--- src/rtl/mtc_pkg.sv ---
// Shared constants and types for the magnetometer trim compensation block.
// No dependencies; every module of the block imports this package.
package mtc_pkg;

	// Raw item layout and extracted widths.
	localparam int WORD_W = 16;
	localparam int R_W    = 14;

	// Pipelined divider size: wide enough for the z quotient magnitude.
	localparam int DIV_NUM_W = 34;
	localparam int DIV_DEN_W = 18;

	// Configuration port.
	localparam int CFG_IDX_W  = 3;
	localparam int CFG_DATA_W = 48;

	// Fixed-point constants of the compensation.
	localparam logic [15:0] TEMP_BIAS   = 16'h4000;
	localparam logic [25:0] XY_BASE     = 26'h100000;
	localparam logic [9:0]  GAIN_OFFSET = 10'h0A0;
	localparam logic [31:0] Z_ROUND     = 32'h0000_8000;

	// Configuration register indexes.
	typedef enum logic [CFG_IDX_W-1:0] {
		REG_XY_TRIM   = 3'd0,
		REG_TRIM_Z1   = 3'd1,
		REG_TRIM_Z2   = 3'd2,
		REG_TRIM_Z3   = 3'd3,
		REG_TRIM_Z4   = 3'd4,
		REG_TRIM_XYZ1 = 3'd5
	} cfg_reg_t;

	// Per-item values that ride beside the dividers.
	typedef struct packed {
		logic signed [12:0] mx;
		logic signed [12:0] my;
		logic               xy_zero;
		logic               z_zero;
		logic               z_neg;
	} side_t;

endpackage

--- src/rtl/mtc_div.sv ---
// Pipelined restoring divider: one quotient bit per register stage.
// Depends on mtc_pkg for default widths; stalls with the enclosing pipeline.
module mtc_div #(
	parameter int NUM_W = mtc_pkg::DIV_NUM_W,
	parameter int DEN_W = mtc_pkg::DIV_DEN_W
) (
	input  logic             clk,
	input  logic             en,
	input  logic [NUM_W-1:0] num,
	input  logic [DEN_W-1:0] den,
	output logic [NUM_W-1:0] quo
);
	import mtc_pkg::*;

	// Each stage holds the partial remainder, the dividend bits not yet used
	// (shifted up) with the quotient bits filling in from below, and the divisor.
	logic [DEN_W-1:0] rem_sd [NUM_W];
	logic [NUM_W-1:0] nq_sd  [NUM_W];
	logic [DEN_W-1:0] den_sd [NUM_W];

	genvar i;
	generate
		for (i = 0; i < NUM_W; i++) begin : g_stage
			logic [DEN_W-1:0] rem_in;
			logic [NUM_W-1:0] nq_in;
			logic [DEN_W-1:0] den_in;
			logic [DEN_W:0]   trial;
			logic [DEN_W:0]   diff;
			logic             take;

			// Stage input comes from the previous stage or from the ports.
			if (i == 0) begin : g_first
				assign rem_in = '0;
				assign nq_in  = num;
				assign den_in = den;
			end else begin : g_next
				assign rem_in = rem_sd[i-1];
				assign nq_in  = nq_sd[i-1];
				assign den_in = den_sd[i-1];
			end

			// Shift in the next dividend bit and try the subtraction.
			always_comb begin
				trial = {rem_in, nq_in[NUM_W-1]};
				diff  = trial - {1'b0, den_in};
				take  = ~diff[DEN_W];
			end

			always_ff @(posedge clk) begin
				if (en) begin
					rem_sd[i] <= take ? diff[DEN_W-1:0] : trial[DEN_W-1:0];
					nq_sd[i]  <= {nq_in[NUM_W-2:0], take};
					den_sd[i] <= den_in;
				end
			end
		end
	endgenerate

	assign quo = nq_sd[NUM_W-1];

endmodule

--- config.mk ---
export PLATFORM = sky130hd
export DESIGN_NAME = mtc_div
export DESIGN_NICKNAME = d
export VERILOG_FILES = /design/src/rtl/mtc_pkg.sv /design/src/rtl/mtc_div.sv
export SDC_FILE = /design/constraint.sdc
export NUM_CORES = 2
export LEC_CHECK = 0
export ABC_AREA = 1
export ABC_CLOCK_PERIOD_IN_PS = 2070
export BUFFER_PORTS_ARGS = -buffer_cell sky130_fd_sc_hd__buf_2
export CORE_MARGIN = 5
export CORE_UTILIZATION = 58
export DETAILED_ROUTE_END_ITERATION = 12
export PLACE_DENSITY = 0.77
export SYNTH_ARGS = -nofsm -noshare
export SYNTH_HDL_FRONTEND = slang
export SYNTH_SLANG_ARGS = --single-unit
export TNS_END_PERCENT = 50
--- constraint.sdc ---
create_clock -name clk -period 2.07 [get_ports clk]
set_input_delay 0.5175 -clock clk [delete_from_list [all_inputs] [get_ports clk]]
set_output_delay 0.5175 -clock clk [all_outputs]
set_load 0.01 [all_outputs]
==> results by group <==
Clock network
  • Worst-Skew Late Latency: 0.91 ns
  • H-tree lvl count: 4
  • Num Clock Sinks: 2344
  • CTS max path bufs: 3
  • CTS Root Cell: clkbuf_16
  • CTS Buf Count: 236
  • Worst-path clk slew: 0.08 ns
  • CTS tree: yes

Global routing
  • Largest net degree at the start of global routing: 69
  • Global-route wire length before repair: 484900 um
  • Initial antenna violation count: 2
  • GR Util met2: 47.74%
  • Vias in the first global route: 88380
  • M1 GR Usage: 40.80%
  • GRT busiest layer: met2
  • Grt ovf: 0
  • M3 GR Usage: 4.144%
  • GRT Util Overall: 29.11%

Logic synthesis
  • Cell taking the most area after synthesis: edfxtp_1
  • Post-synth ARST share: 0%
  • Flops & latches, synth: 2344
  • Mapped Area: 0.1164 mm2
  • Synthesized area per cell: 10.05 um2
  • Yosys cell types: 32
  • Number of enable flip-flop cells after synthesis: 2344
  • Share of the synthesized area in the top cell type: 60.48%
  • Synth Instances: 11580
  • Post-synth top flop: edfxtp_1
  • Seq/Total Area, Yosys: 60.48%
  • Synth warnings: 0
  • Top post-synthesis cells by area: edfxtp_1 60%, nand2_1 14%, ha_1 6.4%

Cells and area
  • Final Net Count: 14660
  • Share of cells above drive strength 1: 27.11%
  • Area grow syn2layout: 30.73%
  • Final Util: 76.20%

Drt
  • Post-route ant nets: 0
  • Drt initial violations: 9600
  • First drt pass iteration count: 9
  • Wire per inst: 19.20 um
  • Routed wire length: 323200 um
  • Vias/cell: 5.408
  • Vias: 91050
  • DRC violations left: 0

Worst setup path
  • R2R Path End: rem_sd[20][16]
  • Crit Path Class: flip-flop to flip-flop
  • Worst reg2reg path depth: 12
  • R2R setup slack: -0.35 ns
  • Crit end category: flip-flop
  • CP startpoint kind: flip-flop
  • Worst Path Max Fanout: 6
  • Reg2reg start: rem_sd[19][16]
  • Worst endpoint required time: 2.73 ns
  • CP arrival: 3.07 ns

Outcome
  • Failing checks: negative setup slack
  • Status: finished, violations left

Floorplanning
  • # IOs: 88
  • Core Region: 0.1997 mm2
  • Starting density of the core: 58.29%
  • Row Count: 164
  • Chip height: 457.9 um
  • Chip Width: 457.9 um
  • Die footprint: 0.2097 mm2

Power and ir drop
  • VDD IR max: 1.051 mV
  • Pleak: 0.06950 uW
  • PwrDens: 1547 mW/mm2
  • Tot Pwr: 235300 uW

Timing
  • Final hold violations: 0
  • RSZ-0062 raised after global routing: yes
  • F_max: 414.0 MHz
  • Slew @ Worst Pin: 0.6344 ns
  • Fin. max-slew vios: 0
  • Min Tclk post-route: 2.415 ns
  • Crit share post-route: 116.7%
  • Slew margin rel.: 57.26%
  • Fin Clk Skew: 0.1055 ns
  • PnR worst setup slack: -0.3454 ns
  • TNS Setup: -84.70 ns
  • Endpoints failing setup: 605

Placed design
  • Dpl ws: -0.3286 ns
  • Gpl congestion: 0.9111
  • PortBufs: 87
  • Post-DP HPWL: 201000 um

Run
  • Max Cap Violations: 0

Hold path
  • Hold_sp: en
  • Worst hold stages: 2
  • Worst hold endpoint: nq_sd[3][25]
  • Hold crit path type: input pin to flip-flop
## critical path, cell delays in order (launching register included)
cell,delay (ns)
edfxtp_1,0.50
ha_4,0.35
nand2_2,0.12
o21ai_2,0.26
a21oi_4,0.07
buf_12,0.15
buf_6,0.11
nand3_4,0.07
buf_4,0.16
nand2_8,0.08
buf_6,0.14
nand2_1,0.08
nand2_1,0.06
## layer usage
layer	vias up	part of all wire, %
met5	-	0.0040
met4	2	3.5
met3	878	7.2
met2	3920	48
met1	43230	42
li1	43020	-
## state kept, by name, summed over array words and instances, names as in the netlist
name    flops
rem_sd    594
den_sd    594
nq_sd    1156
## power by group
group	internal [uW]	switching, uW	total (uW)
logic	49200	69400	119000
registers	65400	7540	72900
clock network	24300	19400	43700
## Yosys cell counts (33+ instances only)
| master | instances |
|---|---|
| a21oi_1 | 362 |
| and2_1 | 95 |
| buf_6 | 60 |
| edfxtp_1 | 2344 |
| ha_1 | 595 |
| inv_1 | 1599 |
| nand2_1 | 4208 |
| nand2_2 | 123 |
| nand2_4 | 64 |
| nand3_1 | 484 |
| nand3_2 | 33 |
| nand4_1 | 33 |
| nor2_1 | 747 |
| nor2_2 | 36 |
| nor3_1 | 92 |
| nor3_2 | 33 |
| o21ai_0 | 145 |
| o21bai_1 | 44 |
| or2_2 | 48 |
| xnor2_1 | 89 |
| xor2_1 | 200 |
## final cells by class
| class | instances | area, um2 |
|---|---|---|
| Fill cell | 12760 | 47520 |
| Tap cell | 2656 | 3323 |
| Inverter | 1599 | 6005 |
| Clock inverter | 166 | 1839 |
| Clock buffer | 267 | 6022 |
| Timing Repair Buffer | 2100 | 16490 |
| Multi-Input combinational cell | 7699 | 48060 |
| Antenna cell | 5 | 12.51 |
| Sequential cell | 2344 | 70390 |
## layout by cell type (no fill, tap or decap), types with 37 or more instances in the layout
master            n
clkbuf_16       236
ha_4            203
nand3_4          70
inv_1          1560
clkinv_1         47
nand2_4         204
or2_2            46
edfxtp_1       2344
nand3_1         411
nand2_1        3737
buf_2            86
ha_1            361
xnor2_1          89
buf_4          1887
o21ai_0         128
a21oi_1         276
and2_1           95
inv_2            38
xor2_1          199
nor3_1           86
dlygate4sd3_1    52
nand2_8         135
a21oi_2          96
buf_12           60
nand2_2         437
nor2_1          737
clkinv_2         37
## worst max path at each step
stage | start | to | slack (ns) | cells past startpoint
floorplan | den_sd[20][0] | rem_sd[21][10] | 0.04 | 10
global route | den_sd[7][10] | rem_sd[8][4] | -0.36 | 12
global placement | den_sd[8][0] | rem_sd[9][0] | -0.28 | 9
detailed placement | den_sd[4][0] | rem_sd[5][12] | -0.33 | 9
finish | rem_sd[19][16] | rem_sd[20][16] | -0.35 | 12
CTS | nq_sd[24][33] | rem_sd[25][1] | -0.20 | 10
## cell families (layout without fill, tap and decap cells)
| family | Yosys count | count (layout) | share of synthesized area (%) |
|---|---|---|---|
| AND/OR/NAND/NOR | 6031 | 6149 | 21.67 |
| flip-flops | 2344 | 2344 | 60.48 |
| buffers and inverters | 1664 | 4132 | 5.794 |
| adder cells (fa/ha/maj) | 627 | 627 | 6.947 |
| AO/OA/AOI/OAI | 626 | 626 | 2.929 |
| XOR/XNOR | 289 | 289 | 2.175 |
| other | 1 | 13 | 0.003222 |
## timing repair
item                       4_1_cts  5_1_grt
hold buffers                    52        0
resized for setup              911      583
buffers inserted               177      135
setup endpoints to repair      608      609
cloned                          97       21
hold endpoints to repair        59        0
pin swaps                      226      210
## stage by stage
step                      std cells  area [um2]  hold slack (ns)
after floorplan               11590      116400           0.4003
after global placement        15920      132400           0.4003
after detailed placement      15920      132400           0.4045
after CTS                     16680      147800           0.1147
after global routing          16830      152100           0.1389
final                         16840      152100           0.1843
Note: power is estimated with default switching activity, not from simulation.
